<file path="src/bpv_pkg.sv">
// shared types and constants for the byte plurality voter
package bpv_pkg;

  localparam int unsigned NUM_LANES = 8;
  localparam int unsigned BYTE_W    = 8;
  localparam int unsigned CFG_W     = 4;
  localparam int unsigned HERE_W    = 3;
  localparam int unsigned TOTAL_W   = 32;

  localparam logic [CFG_W-1:0]   CFG_RESET = 4'd3;
  localparam logic [TOTAL_W-1:0] TOTAL_MAX = 32'hFFFF_FFFF;

  typedef struct packed {
    logic [NUM_LANES*BYTE_W-1:0] copy_bytes;
    logic [NUM_LANES-1:0]        copy_present;
  } in_word_t;

  typedef struct packed {
    logic [BYTE_W-1:0]  voted_byte;
    logic               byte_valid;
    logic [HERE_W-1:0]  differences_here;
  } vote_t;

  typedef struct packed {
    logic [BYTE_W-1:0]  voted_byte;
    logic               byte_valid;
    logic [HERE_W-1:0]  differences_here;
    logic [TOTAL_W-1:0] differences_total;
  } out_word_t;

endpackage

</file>
<file path="src/byte_plurality_voter_unit.sv">
// top level of the byte plurality voter: input register, vote, result register
//
// Input channel (in_valid_i / in_stall_o / in_data_i): one word per position,
// carrying the eight copy bytes and the mask of copies still present.
// Output channel (out_valid_o / out_stall_i / out_data_o): one word per input
// word, in order: the voted byte, a valid flag (0 marks end of data), the
// number of distinct values minus one, and the saturating running total.
// Config channel (cfg_valid_i / cfg_ready_o / cfg_data_i): writes the number
// of copy lanes in use; always ready, write only while the unit is idle.
// A word accepted into the input register is voted on and then held in the result register, which drives the output.
// Throughput is one word per cycle while out_stall_i is low: the vote network sits
// between the input register and the result register, and each stage advances every cycle.
// When the receiver stalls, the result register holds and the input register
// fills; in_stall_o rises once both are occupied and out_stall_i is high.
// Reset clears both stages, sets the lane count to 3 and the total to zero.
module byte_plurality_voter_unit #(
  parameter int unsigned MAX_COPIES = 8
) (
  input  logic                        clk_i,
  input  logic                        rst_ni,
  input  logic                        cfg_valid_i,
  output logic                        cfg_ready_o,
  input  logic [bpv_pkg::CFG_W-1:0]   cfg_data_i,
  input  logic                        in_valid_i,
  output logic                        in_stall_o,
  input  bpv_pkg::in_word_t           in_data_i,
  output logic                        out_valid_o,
  input  logic                        out_stall_i,
  output bpv_pkg::out_word_t          out_data_o
);

  logic [bpv_pkg::CFG_W-1:0]   copies_in_use_q;
  logic                        in_valid_q;
  bpv_pkg::in_word_t           in_q;
  logic                        out_valid_q;
  bpv_pkg::out_word_t          out_q;
  logic [bpv_pkg::TOTAL_W-1:0] total_q;
  logic [bpv_pkg::TOTAL_W-1:0] total_d;
  logic [bpv_pkg::TOTAL_W:0]   total_sum;
  bpv_pkg::vote_t              vote;
  logic                        advance;

  assign cfg_ready_o = 1'b1;
  assign advance     = !out_valid_q || !out_stall_i;
  assign in_stall_o  = in_valid_q && !advance;

  always_ff @(posedge clk_i or negedge rst_ni) begin
    if (!rst_ni) begin
      copies_in_use_q <= bpv_pkg::CFG_RESET;
    end else if (cfg_valid_i && cfg_ready_o) begin
      copies_in_use_q <= cfg_data_i;
    end
  end

  bpv_vote #(
    .MAX_COPIES (MAX_COPIES)
  ) u_vote (
    .item_i          (in_q),
    .copies_in_use_i (copies_in_use_q),
    .vote_o          (vote)
  );

  // saturating add of this word's differences
  assign total_sum = {1'b0, total_q} + {{(bpv_pkg::TOTAL_W + 1 - bpv_pkg::HERE_W){1'b0}},
                                        vote.differences_here};
  assign total_d   = total_sum[bpv_pkg::TOTAL_W] ? bpv_pkg::TOTAL_MAX
                                                 : total_sum[bpv_pkg::TOTAL_W-1:0];

  always_ff @(posedge clk_i or negedge rst_ni) begin
    if (!rst_ni) begin
      in_valid_q <= 1'b0;
    end else if (!in_stall_o) begin
      in_valid_q <= in_valid_i;
    end
  end

  always_ff @(posedge clk_i) begin
    if (!in_stall_o && in_valid_i) begin
      in_q <= in_data_i;
    end
  end

  always_ff @(posedge clk_i or negedge rst_ni) begin
    if (!rst_ni) begin
      out_valid_q <= 1'b0;
      total_q     <= '0;
    end else if (advance) begin
      out_valid_q <= in_valid_q;
      if (in_valid_q) begin
        total_q <= total_d;
      end
    end
  end

  always_ff @(posedge clk_i) begin
    if (advance && in_valid_q) begin
      out_q.voted_byte        <= vote.voted_byte;
      out_q.byte_valid        <= vote.byte_valid;
      out_q.differences_here  <= vote.differences_here;
      out_q.differences_total <= total_d;
    end
  end

  assign out_valid_o = out_valid_q;
  assign out_data_o  = out_q;

endmodule

</file>
<file path="src/bpv_vote.sv">
// combinational plurality vote network over the active copy lanes
module bpv_vote #(
  parameter int unsigned MAX_COPIES = 8
) (
  input  bpv_pkg::in_word_t              item_i,
  input  logic [bpv_pkg::CFG_W-1:0]      copies_in_use_i,
  output bpv_pkg::vote_t                 vote_o
);

  localparam int unsigned CNT_W = $clog2(MAX_COPIES + 1);

  logic [bpv_pkg::CFG_W-1:0]                   lanes;
  logic [MAX_COPIES-1:0][bpv_pkg::BYTE_W-1:0]  val;
  logic [MAX_COPIES-1:0]                       use_lane;
  logic [MAX_COPIES-1:0][MAX_COPIES-1:0]       match;
  logic [MAX_COPIES-1:0][CNT_W-1:0]            cnt;
  logic [MAX_COPIES-1:0]                       first;
  logic [MAX_COPIES-1:0]                       win;
  logic [CNT_W-1:0]                            distinct;
  logic [bpv_pkg::BYTE_W-1:0]                  voted;

  // clamp the lane count into 1..MAX_COPIES
  always_comb begin
    if (copies_in_use_i == '0) begin
      lanes = bpv_pkg::CFG_W'(1);
    end else if (copies_in_use_i > bpv_pkg::CFG_W'(MAX_COPIES)) begin
      lanes = bpv_pkg::CFG_W'(MAX_COPIES);
    end else begin
      lanes = copies_in_use_i;
    end
  end

  always_comb begin
    for (int i = 0; i < MAX_COPIES; i++) begin
      val[i]      = item_i.copy_bytes[bpv_pkg::BYTE_W*i +: bpv_pkg::BYTE_W];
      use_lane[i] = item_i.copy_present[i] && (bpv_pkg::CFG_W'(i) < lanes);
    end
  end

  // pairwise equality among present lanes, then per-lane counts
  always_comb begin
    for (int i = 0; i < MAX_COPIES; i++) begin
      first[i] = use_lane[i];
      for (int j = 0; j < MAX_COPIES; j++) begin
        match[i][j] = use_lane[j] && (val[j] == val[i]);
        if (match[i][j] && (j < i)) begin
          first[i] = 1'b0;
        end
      end
      cnt[i] = CNT_W'($countones(match[i]));
    end
  end

  // a lane wins when no present lane beats it on count, or ties with a smaller byte
  always_comb begin
    for (int i = 0; i < MAX_COPIES; i++) begin
      win[i] = use_lane[i];
      for (int j = 0; j < MAX_COPIES; j++) begin
        if (use_lane[j] && ((cnt[j] > cnt[i]) ||
                            ((cnt[j] == cnt[i]) && (val[j] < val[i])))) begin
          win[i] = 1'b0;
        end
      end
    end
  end

  // all winning lanes carry the same byte
  always_comb begin
    voted = '0;
    for (int i = MAX_COPIES - 1; i >= 0; i--) begin
      if (win[i]) begin
        voted = val[i];
      end
    end
  end

  assign distinct = CNT_W'($countones(first));

  always_comb begin
    vote_o.byte_valid = |use_lane;
    if (vote_o.byte_valid) begin
      vote_o.voted_byte       = voted;
      vote_o.differences_here = bpv_pkg::HERE_W'(distinct - CNT_W'(1));
    end else begin
      vote_o.voted_byte       = '0;
      vote_o.differences_here = '0;
    end
  end

endmodule

</file>
<file path="config.mk">
export PLATFORM = sky130hd
export DESIGN_NAME = byte_plurality_voter_unit
export DESIGN_NICKNAME = d
export VERILOG_FILES = /design/src/bpv_pkg.sv /design/src/byte_plurality_voter_unit.sv /design/src/bpv_vote.sv
export SDC_FILE = /design/constraint.sdc
export NUM_CORES = 1
export LEC_CHECK = 0
export BUFFER_PORTS_ARGS = -buffer_cell sky130_fd_sc_hd__buf_2
export CORE_ASPECT_RATIO = 1.25
export CORE_UTILIZATION = 40
export DETAILED_ROUTE_END_ITERATION = 8
export PLACE_DENSITY = 0.69
export SLEW_MARGIN = 10
export SYNTH_ARGS = -nofsm -noshare
export SYNTH_HDL_FRONTEND = slang
export SYNTH_SLANG_ARGS = --single-unit
</file>
<file path="constraint.sdc">
create_clock -name clk_i -period 5.81 [get_ports clk_i]
set_input_delay 0.581 -clock clk_i [delete_from_list [all_inputs] [get_ports clk_i]]
set_output_delay 0.581 -clock clk_i [all_outputs]
set_load 0.01 [all_outputs]
</file>
== Word level (Yosys, flattened, before mapping) ==
Index checks and enable logic that the tools add are counted.
Word-level totals
  register bits after elaboration: 154
  bits in latches: 0
  memory bits (writable): 0
  memory bits (read-only): 0
  input bits: 81
  output and inout bits: 47
  word-level logic and storage cells: 687
  memories kept: 0
Cells by class
  add/subtract/negate cells: 65
  multiply operators: 0
  div/mod/pow operators: 0
  order comparisons: 137
  equal/unequal tests: 112
  shifts and indexed selects: 0
  muxes and demuxes: 104
  bitwise operators: 0
  reduce and logical (&&, ||, !) cells: 259
Operators by type and width (number)
  8-bit less-than comparator: 64
  8-bit equality test: 56
  4-bit > comparator: 64
  4-bit equality test: 56
  1-bit logical AND: 187
  4-bit adder: 24
  1-bit 2-to-1 mux: 92
  1-bit by 1-bit adder with 2-bit output: 36
  1-bit logical OR: 65
  8-bit 2-to-1 mux: 8
  32-bit by 3-bit adder with 33-bit output: 1
  32-bit 2-to-1 mux: 1
  3-bit by 4-bit less-than comparator with 1-bit output (first input constant): 4
  3-bit adder: 3
  1-bit by 4-bit less-than comparator with 1-bit output (first input constant): 2
  2-bit by 4-bit less-than comparator with 1-bit output (first input constant): 2
  4-bit 2-to-1 mux: 2
  8-bit OR reduction: 1
  4-bit > comparator (second input constant): 1
  1-bit zero test: 4
  4-bit zero test: 1
  3-bit 2-to-1 mux: 1
  3-bit by 1-bit subtractor with 3-bit output (second input constant): 1
  2-bit AND reduction: 1

== Logic depth before layout (Yosys ltp) ==
Gate-level depths: netlist of the first run.
  word-level depth: 29
  mapped depth: 29
  mapped depth without buffers: 28

== Modules after synthesis ==
From an unflattened synthesis of the first run, not the netlist that was laid out.
Second synthesis, totals
  cell total of the unflattened synthesis: 1813
  area total of the unflattened synthesis: 17135.2 µm²
By module, submodules not included
  bpv_vote: times used 1, cells each 1404, area an instance 11095.6 µm², sequential area each 0.0 µm²
  byte_plurality_voter_unit: times used 1, cells each 409, area an instance 6039.5 µm², sequential area each 4436.8 µm²

== Worst setup path before layout of the first run ==
No wires, ideal clock.
  kind: flip-flop to flip-flop
  start point: register copies_in_use_q[3] (netlist bit)
  end point: register total_q[16] (netlist bit)
  arrival time: 6.347 ns
  setup slack: -0.602 ns
  stages on the path, launching flop included: 28
  buffers on the path: 4
  period minus slack after synthesis: 6.412 ns
  cell sequence: dfrtp_1 > buf_4 > a211o_1 > nand2_2 > clkbuf_1 > nor2_1 > or4_1 > nor4_1 > ha_1 > inv_1 > ha_1 > inv_1 > fa_1 > fa_1 > inv_1 > fa_1 > or2_2 > fa_1 > nor2b_1 > o2111a_1 > nand3_1 > or2_2 > nor2_1 > nand2_1 > clkbuf_1 > clkbuf_1 > nand3_1 > o21a_1
Between the ends
  cells in the longest elaborated chain, start to end: 20
Ends and longest elaborated chain
  from (decl): line byte_plurality_voter_unit.sv:32  | logic [bpv_pkg::CFG_W-1:0] copies_in_use_q;
  from (signal assigned): line byte_plurality_voter_unit.sv:49  | copies_in_use_q <= bpv_pkg::CFG_RESET;
  from (signal assigned): line byte_plurality_voter_unit.sv:51  | copies_in_use_q <= cfg_data_i;
  4-bit > comparator: line bpv_vote.sv:26  | end else if (copies_in_use_i > bpv_pkg::CFG_W'(MAX_COPIES)) begin
  4-bit 2-to-1 mux: line bpv_vote.sv:26
  4-bit 2-to-1 mux (*): line bpv_vote.sv:24  | if (copies_in_use_i == '0) begin
  1-bit by 4-bit less-than comparator with 1-bit output: line bpv_vote.sv:36  | use_lane[i] = item_i.copy_present[i] && (bpv_pkg::CFG_W'(i) < lanes);
  1-bit logical AND: line bpv_vote.sv:36
  1-bit logical AND: line bpv_vote.sv:45  | match[i][j] = use_lane[j] && (val[j] == val[i]);
  1-bit 2-to-1 mux (7 in series): line bpv_vote.sv:46  | if (match[i][j] && (j < i)) begin
  1-bit by 1-bit adder with 2-bit output (not written as such): line bpv_vote.sv:77  | assign distinct = CNT_W'($countones(first));
  3-bit adder (not written as such) (2 in series): line bpv_vote.sv:77
  3-bit by 1-bit subtractor with 3-bit output: line bpv_vote.sv:83  | vote_o.differences_here = bpv_pkg::HERE_W'(distinct - CNT_W'(1));
  3-bit 2-to-1 mux (*): line bpv_vote.sv:81  | if (vote_o.byte_valid) begin
  32-bit by 3-bit adder with 33-bit output (*): line byte_plurality_voter_unit.sv:64  | assign total_sum = {1'b0, total_q} + {{(bpv_pkg::TOTAL_W + 1 - bpv_pkg::HERE_W){1'b0}},
  32-bit 2-to-1 mux (*): line byte_plurality_voter_unit.sv:66  | assign total_d = total_sum[bpv_pkg::TOTAL_W] ? bpv_pkg::TOTAL_MAX
  to (signal assigned): line byte_plurality_voter_unit.sv:90  | total_q <= total_d;
  to (decl): line byte_plurality_voter_unit.sv:37  | logic [bpv_pkg::TOTAL_W-1:0] total_q;
Mark *: on every way between the ends. The rest lies on a longest branch, timed or not.
A chain may end at the register's enable or synchronous reset.

== Final worst setup path of the first run ==
  start point: register in_q[52] (netlist bit)
  end point: register total_q[12] (netlist bit)
Between the ends
  cells in the longest elaborated chain, start to end: 14
Ends and longest elaborated chain
  from (decl): line byte_plurality_voter_unit.sv:34  | bpv_pkg::in_word_t in_q;
  from (signal assigned): line byte_plurality_voter_unit.sv:79  | in_q <= in_data_i;
  8-bit equality test: line bpv_vote.sv:45
  1-bit logical AND: line bpv_vote.sv:45
  1-bit 2-to-1 mux (5 in series): line bpv_vote.sv:46
  1-bit by 1-bit adder with 2-bit output (not written as such): line bpv_vote.sv:77
  3-bit adder (not written as such) (*) (2 in series): line bpv_vote.sv:77
  3-bit by 1-bit subtractor with 3-bit output (*): line bpv_vote.sv:83
  3-bit 2-to-1 mux (*): line bpv_vote.sv:81
  32-bit by 3-bit adder with 33-bit output (*): line byte_plurality_voter_unit.sv:64
  32-bit 2-to-1 mux (*): line byte_plurality_voter_unit.sv:66
Marks and branches as above.

==> flow_summary.yaml, run 1 <==
hold_path:
  holdCritPathClass: "input port to asynchronous set/reset pin"
logic_synthesis:
  syn_nets: 2320
  yosys-top-cells-count: "ha_1, inv_1, a21oi_1"
  synth_area_leader_cell: "ha_1"
  synth_top_area_share_pct: 28.0
  synth_flop_cell: "edfxtp_1"
  syn_area_sq_um: 17000
  ys_top_cells_by_area: "ha_1, edfxtp_1, dfrtp_1"
  synth_cells: 1822
  synth_cell_types: 85
  synth_edf_count: 116
  yosysMostFrequentCell: "ha_1"
  yosysSeqAreaShare_pct: 26.1
  synthArstFlopShare_pct: 24.7
  yosys_register_bits: 154
  ys_warn_count: 0
  syn_avg_cell_area_sq_um: 9.33
floorplanning:
  die-area_sq_um: 43300
  pin_count: 128
  row_count: 84
  dieWidth_um: 186
  fp.dieH_um: 232
  initial_utilization_pct: 40.5
  core_area_sq_um: 41900
sta:
  max_slew_margin_pct: 18.5
  rsz0062_at_grt: "true"
  fin_crit_ns: 6.41
  worst_pin_slew_ns: 1.22
  fin_skew_ns: 0.0158
  finalHoldViolations: 0
  fmax_mhz: 156
  drv_slew: 0
  fin_crit_sh_pct: 110
  setup_slack_ns: -0.602
  holdWs_ns: 0.281
  final-setup-viol-count: 72
job:
  cap_violations: 0
power:
  power_density_nw_per_um2: 203
  peakVddDrop_mv: 0.349
  total_leakage_power_uw: 0.0119
outcome:
  run_status: "complete, but fails checks"
  failed_checks: "setup timing"
setup_path:
  cp-start-kind: "flop"
  cp_top_family: "simple AND/OR/NAND/NOR gates"
  max_stage_delay_ns: 0.52
  crit_fanout: 8
  criticalPathCategory: "flop to flop"
  critical_path.slowest_cell: "or4_1"
  crit_top_cell: "or2_4"
  end_kind: "flop"
  arrival_ns: 6.79
  critical_path_buf_inv_count: 6
  required_ns: 6.18
global_routing:
  grt_pass1_wl_um: 111000
  grt_pass1_vias: 18646
  grt_max_degree: 52
  antenna_found_initial: 2
  grt_use_total_pct: 34.5
  grt-ovfl-total: 0
clock_network:
  h-tree-depth: 4
  cts_buffer_depth: 2
  worstSkewPairLatency_ns: 0.46
  cts_num_sinks: 154
  cts_hold_buffers: 0
  cts-root-buf: "clkbuf_16"
  cts.clk_slew.worst_paths_ns: 0.07
  numCtsBuffers: 17
  cts_tree: "done"
final_layout:
  layout-area-overhead-vs-synth_pct: 47.9
  drive_above_1_share_pct: 40.5
  n_antenna_cell: 0
  final_cell_area_sq_um: 25100
  layout.nets: 3051
placed_design:
  port_buffers: 126
  hpwl_um: 60500
  gp_congestion: 1.06
  placed_area_sq_um: 22200
detailed_routing:
  wl_per_cell_um: 24.3
  drc: 0
  vias: 18108
  routed_wl_um: 75800
  vias_per_cell: 5.79
  ant_nets: 0
  dr.pass1.iters: 5
  dr.first_iter.drc_count: 1367
[final timing paths]
kind | from | to | slack (ns) | depth (start not counted)
max | in_q[52] | total_q[12] | -0.60 | 28
min | rst_ni | total_q[13] | 0.28 | 1
max reg2reg | in_q[52] | total_q[12] | -0.60 | 28
min reg2reg | in_valid_q | out_valid_o | 0.50 | 1
max in group asynchronous | rst_ni | total_q[30] | 4.89 | 1
min in group clk_i | in_data_i[1] | in_q[1] | 0.29 | 1
[cell usage in the layout, fill, tap and decap left out, types with 51 or more instances in the layout]
cell type / Yosys / routed
nor2_1: 110 / 82
nand3_1: 56 / 51
buf_2: 6 / 126
nand2_1: 123 / 117
edfxtp_1: 116 / 116
nand4_1: 91 / 91
buf_4: 2 / 559
inv_1: 198 / 163
a21oi_1: 126 / 112
ha_1: 380 / 329
[sequential cells by signal, indices dropped and copies added, names as in the netlist]
register	count
copies_in_use_q	4
total_q	32
out_data_o	44
in_q	72
in_valid_q	1
out_valid_o	1
[cells by family after synthesis]
group                    Yosys count  synth area share [%]
multiplexers                      18                  1.18
buffers and inverters            241                  5.57
XOR/XNOR                          39                  2.01
flip-flops                       154                  26.1
other                              1                0.0221
AO/OA/AOI/OAI                    407                  16.1
adder cells (fa/ha/maj)          422                  32.6
AND/OR/NAND/NOR                  540                  16.4
[final cells by class]
cell class	instances	area [sq um]
sequential	154	4440
timing repair buffer	747	5780
multi-input combinational	1427	12900
tap	559	699
fill	3535	16800
clock buffer	17	425
clock inverter	15	149
inverter	206	787
[repair_timing]
| item | in CTS | in global routing |
|---|---|---|
| hold endpoints to repair | 0 | 0 |
| resized for setup | 132 | 111 |
| pin swaps | 64 | 32 |
| buffers inserted | 134 | 20 |
| cloned | 2 | 1 |
| setup endpoints to repair | 72 | 72 |
[routing by layer]
layer	global-route usage [%]	wire length, um	vias to the layer above
met5	0	9	-
met1	38.7	28800	8726
met3	4.60	4550	297
met2	59.7	36100	831
li1	-	-	8252
met4	26.3	6440	2
[where the power goes]
| part | leakage, uW | internal (uW) | switching [uW] |
|---|---|---|---|
| sequential | 0.00162 | 1360 | 98.0 |
| clock | 0.000287 | 572 | 548 |
| combinational | 0.00998 | 1190 | 1340 |
| total | 0.0119 | 3120 | 1990 |
[per-stage QoR]
stage | std cells | utilization (%) | setup TNS [ns] | power, uW | setup WS (ns)
CTS | 3105 | 58.1 | -27.77 | 4900 | -0.564
global route | 3125 | 59.9 | -46.07 | 5330 | -0.749
finish | 3125 | 59.9 | -37.09 | 5110 | -0.602
detailed placement | 2937 | 52.9 | -56.53 | 3580 | -0.919
global placement | 2937 | 52.9 | -55.22 | 3540 | -0.920
floorplan | 1822 | - | -0.0410 | 2550 | -0.0325
[worst register-to-register path: cells and delay by family, from the launching register on]
| kind | cells | cell delay (ns) |
|---|---|---|
| simple gates | 12 | 2.40 |
| fa+ha+maj | 7 | 2.26 |
| buf+inv | 6 | 0.72 |
| compound gates | 3 | 0.51 |
| flops | 1 | 0.45 |
Power figures use the tool's default switching activity.
==> inputs of run 2 (changes only) <==
Settings changed: RECOVER_POWER from default to 25.
==> flow_summary.yaml, run 2 (synthesis results as in run 1) <==
sta:
  fin_crit_ns: 6.41
  holdWs_ns: 0.283
  worst_pin_slew_ns: 1.22
  rsz0062_at_grt: "true"
  fin_crit_sh_pct: 110
  fmax_mhz: 156
  max_slew_margin_pct: 18.5
  setup_tns_ns: -37.27
  fin_skew_ns: 0.0159
  final-setup-viol-count: 72
  drv_slew: 0
  finalHoldViolations: 0
  setup_slack_ns: -0.605
setup_path:
  cp-start-kind: "flop"
  critical_path.slowest_cell: "or4_1"
  max_stage_delay_ns: 0.52
  arrival_ns: 6.79
  crit_top_cell: "or2_4"
  criticalPathCategory: "flop to flop"
  crit_fanout: 8
  required_ns: 6.18
  r2r_slack_ns: -0.60
  end_kind: "flop"
floorplanning:
  dieWidth_um: 186
  core_area_sq_um: 41900
  fp.dieH_um: 232
  initial_utilization_pct: 40.5
  pin_count: 128
  row_count: 84
  die-area_sq_um: 43300
clock_network:
  h-tree-depth: 4
  cts_buffer_depth: 2
  cts_tree: "done"
  numCtsBuffers: 17
  worstSkewPairLatency_ns: 0.46
  cts-root-buf: "clkbuf_16"
  cts_num_sinks: 154
  cts.clk_slew.worst_paths_ns: 0.07
final_layout:
  drive_above_1_share_pct: 40.2
  layout_commonest_cell: "buf_4"
  layout.nets: 3051
  regMostFlops: "in_q"
  n_antenna_cell: 0
  largest_reg_flops: 72
  num-fill-cells: 3534
  regArea_sq_um: 4440
  layout-area-overhead-vs-synth_pct: 47.8
  final_cell_area_sq_um: 25100
  multi_input_area_sq_um: 12900
  layout_common_cells: "buf_4, ha_1, inv_1"
global_routing:
  grt_pass1_vias: 18646
  grt_max_degree: 52
  grt_pass1_wl_um: 111000
  antenna_found_initial: 2
  grt-ovfl-total: 0
  grt_use_total_pct: 34.5
detailed_routing:
  vias_per_cell: 5.79
  routed_wl_um: 75800
  dr.first_iter.drc_count: 1363
  drc: 0
  ant_nets: 0
  vias: 18103
  dr.pass1.iters: 5
  wl_per_cell_um: 24.3
outcome:
  run_status: "complete, but fails checks"
  failed_checks: "setup timing"
placed_design:
  dp_slack_ns: -0.919
  gp_congestion: 1.06
  port_buffers: 126
  hpwl_um: 60500
  placed_area_sq_um: 22200
power:
  total_leakage_power_uw: 0.0119
  power_density_nw_per_um2: 203
  peakVddDrop_mv: 0.347
hold_path:
  holdCritPathClass: "input port to asynchronous set/reset pin"
job:
  cap_violations: 0
-- run 2: changes by cell type in the layout (fill, tap and decap cells not counted) --
cell / delta
buf_2: -7
clkbuf_1: +7
-- run 2: layout make-up --
| cell class | instances | share of cell area, % |
|---|---|---|
| clock buffer | 17 | 1.69 |
| tap | 559 | 2.78 |
| clock inverter | 15 | 0.593 |
| timing repair buffer | 747 | 23.0 |
| inverter | 206 | 3.13 |
| sequential | 154 | 17.7 |
| multi-input combinational | 1427 | 51.2 |
-- run 2: per-stage QoR --
| stage | utilization (%) | power [uW] | std cells |
|---|---|---|---|
| final | 59.9 | 5110 | 3125 |
| after CTS | 58.1 | 4900 | 3105 |
| after global placement | 52.9 | 3540 | 2937 |
| after detailed placement | 52.9 | 3580 | 2937 |
| after global routing | 59.9 | 5330 | 3125 |
| after floorplan | - | 2550 | 1822 |
-- run 2: power breakdown --
part | internal [uW] | switching (uW) | leakage (uW)
Sequential | 1360 | 97.8 | 0.00162
Combinational | 1180 | 1340 | 0.00996
Clock | 572 | 549 | 0.000287
Total | 3120 | 1990 | 0.0119
-- run 2: worst paths after layout --
path                              startpoint          end  cells past startpoint
worst max-delay path                in_q[52]  total_q[12]                     28
worst min-delay path                  rst_ni  total_q[13]                      1
worst max register to register      in_q[52]  total_q[12]                     28
worst min register to register    in_valid_q  out_valid_o                      1
max in group asynchronous             rst_ni  total_q[30]                      1
min in group clk_i              in_data_i[1]      in_q[1]                      1
-- run 2: per-layer routing --
metal	part of all wire (%)	vias up	track usage [%]
li1	-	8252	-
met1	38	8741	38.7
met2	48	810	59.7
met3	5.9	298	4.60
met4	8.5	2	26.3
met5	0.012	-	0
-- run 2: critical path: cells and delay by family, from the launching register on --
family          cells  cell delay, ns
simple gates       12            2.38
compound gates      3            0.50
fa+ha+maj           7            2.26
buf+inv             6            0.72
flops               1            0.45
-- run 2: repair_timing --
action / CTS / global route
endpoints found under the hold margin: 0 / 0
endpoints found under the setup margin: 72 / 72
buffers inserted: 134 / 20
cloned: 2 / 1
resized for setup: 132 / 111
pin swaps: 64 / 32
hold buffers: 0 / 0
==> inputs of run 3 (changes only) <==
Settings changed: SKIP_CTS_REPAIR_TIMING from default to 1.
==> flow_summary.yaml, run 3 (synthesis results as in run 1) <==
setup_path:
  end_kind: "flop"
  crit_chain: "buf_4 > buf_4 > ha_1 > nand4_1 > or2_2 > nor2_1 > ha_1 > inv_1 > fa_1 > fa_1 > inv_1 > ha_1 > inv_1 > fa_1 > ha_1 > nand4_1 > a311o_1 > o21ai_1 > a311o_1 > or4_4 > and4b_1 > buf_12 > a221oi_2 > o31ai_1"
  criticalPathCategory: "flop to flop"
  critical_path.slowest_cell: "or4_4"
  critical_path_buf_inv_count: 6
  max_stage_delay_ns: 0.60
  required_ns: 6.03
  crit_top_cell: "ha_1"
  crit_fanout: 8
  crit_cells: 24
  cp_top_family: "adder cells"
  cp-start-kind: "flop"
  arrival_ns: 6.69
  rr_worst_depth: 24
hold_path:
  holdCritPathClass: "input port to asynchronous set/reset pin"
placed_design:
  port_buffers: 126
  hpwl_um: 60500
  placed_area_sq_um: 22200
  gp_congestion: 1.06
outcome:
  failed_checks: "setup timing"
  run_status: "complete, but fails checks"
power:
  peakVddDrop_mv: 0.342
  p_total_uw: 4860
  total_leakage_power_uw: 0.0113
  power_density_nw_per_um2: 207
clock_network:
  cts_num_sinks: 154
  cts.clk_slew.worst_paths_ns: 0.08
  numCtsBuffers: 17
  cts_buffer_depth: 2
  cts-root-buf: "clkbuf_16"
  cts_tree: "done"
  worstSkewPairLatency_ns: 0.46
  h-tree-depth: 4
global_routing:
  grt_use_total_pct: 32.9
  grt_pass1_vias: 17501
  grt-ovfl-total: 0
  antenna_found_initial: 1
  grt_pass1_wl_um: 105000
  grt_max_degree: 52
detailed_routing:
  dr.pass1.iters: 6
  vias_per_cell: 5.75
  dr.first_iter.drc_count: 1192
  vias: 17259
  wl_per_cell_um: 24.0
  drc: 0
  routed_wl_um: 72100
  ant_nets: 0
sta:
  setup_slack_ns: -0.662
  fin_skew_ns: 0.0197
  final-setup-viol-count: 72
  max_slew_margin_pct: 23.5
  drv_slew: 0
  holdWs_ns: 0.288
  fin_crit_ns: 6.47
  finalHoldViolations: 0
  worst_pin_slew_ns: 1.14
  fmax_mhz: 155
  rsz0062_at_grt: "true"
  fin_crit_sh_pct: 111
final_layout:
  num-fill-cells: 3719
  layout_commonest_cell: "buf_4"
  largest_reg_flops: 72
  drive_above_1_share_pct: 34.2
  multi_input_area_sq_um: 12300
  layout-area-overhead-vs-synth_pct: 38.3
  n_antenna_cell: 0
  final_cell_area_sq_um: 23500
  layout_common_cells: "buf_4, ha_1, inv_1"
  layout.nets: 2929
  regArea_sq_um: 4440
  regMostFlops: "in_q"
floorplanning:
  row_count: 84
  fp.dieH_um: 232
  dieWidth_um: 186
  pin_count: 128
  initial_utilization_pct: 40.5
  die-area_sq_um: 43300
  core_area_sq_um: 41900
job:
  cap_violations: 0
run 3: cell types whose count changed in the layout (fill, tap and decap cells not counted), moves of 6 or more:
cell	change
buf_6	-21
inv_2	-10
ha_1	+26
buf_4	-96
a21oi_2	-6
ha_4	-25
a21oi_1	+8
inv_1	+11
run 3: worst paths after layout:
check | startpoint | endpoint | slack, ns
worst max-delay path | in_q[55] | out_data_o[38] | -0.66
worst min-delay path | rst_ni | total_q[13] | 0.29
worst max register to register | in_q[55] | out_data_o[38] | -0.66
worst min register to register | in_valid_q | out_valid_o | 0.50
max in group asynchronous | rst_ni | total_q[30] | 4.91
min in group clk_i | in_data_i[5] | in_q[5] | 0.29
run 3: report_power, final:
group	leakage (uW)	total, uW	internal [uW]	switching (uW)
Combinational	0.00935	2270	1040	1240
Sequential	0.00162	1460	1360	98.4
Clock	0.000287	1120	572	549
run 3: metrics by stage:
step / setup TNS, ns / util [%] / std cells / setup WS, ns
2_1_floorplan: -0.0410 / - / 1822 / -0.0325
3_5_place_dp: -56.53 / 52.9 / 2937 / -0.919
4_1_cts: -58.18 / 54.3 / 2969 / -0.933
3_3_place_gp: -55.22 / 52.9 / 2937 / -0.920
6_report: -34.00 / 56.0 / 3003 / -0.662
5_1_grt: -42.67 / 56.0 / 3003 / -0.777
run 3: area by class of cell:
type | instances | share of cell area, %
Clock buffer | 17 | 1.81
Clock inverter | 15 | 0.634
Multi-Input combinational cell | 1427 | 52.3
Sequential cell | 154 | 18.9
Inverter | 206 | 3.34
Timing Repair Buffer | 625 | 20.0
Tap cell | 559 | 2.98
run 3: layer usage:
layer | vias to the layer above | wire length, um | track usage [%] | part of all wire [%]
met5 | - | 15 | 0 | 0.021
met2 | 683 | 34800 | 57.1 | 48
li1 | 8011 | - | - | -
met4 | 2 | 5550 | 23.0 | 7.7
met3 | 256 | 3360 | 3.21 | 4.7
met1 | 8307 | 28400 | 38.4 | 39
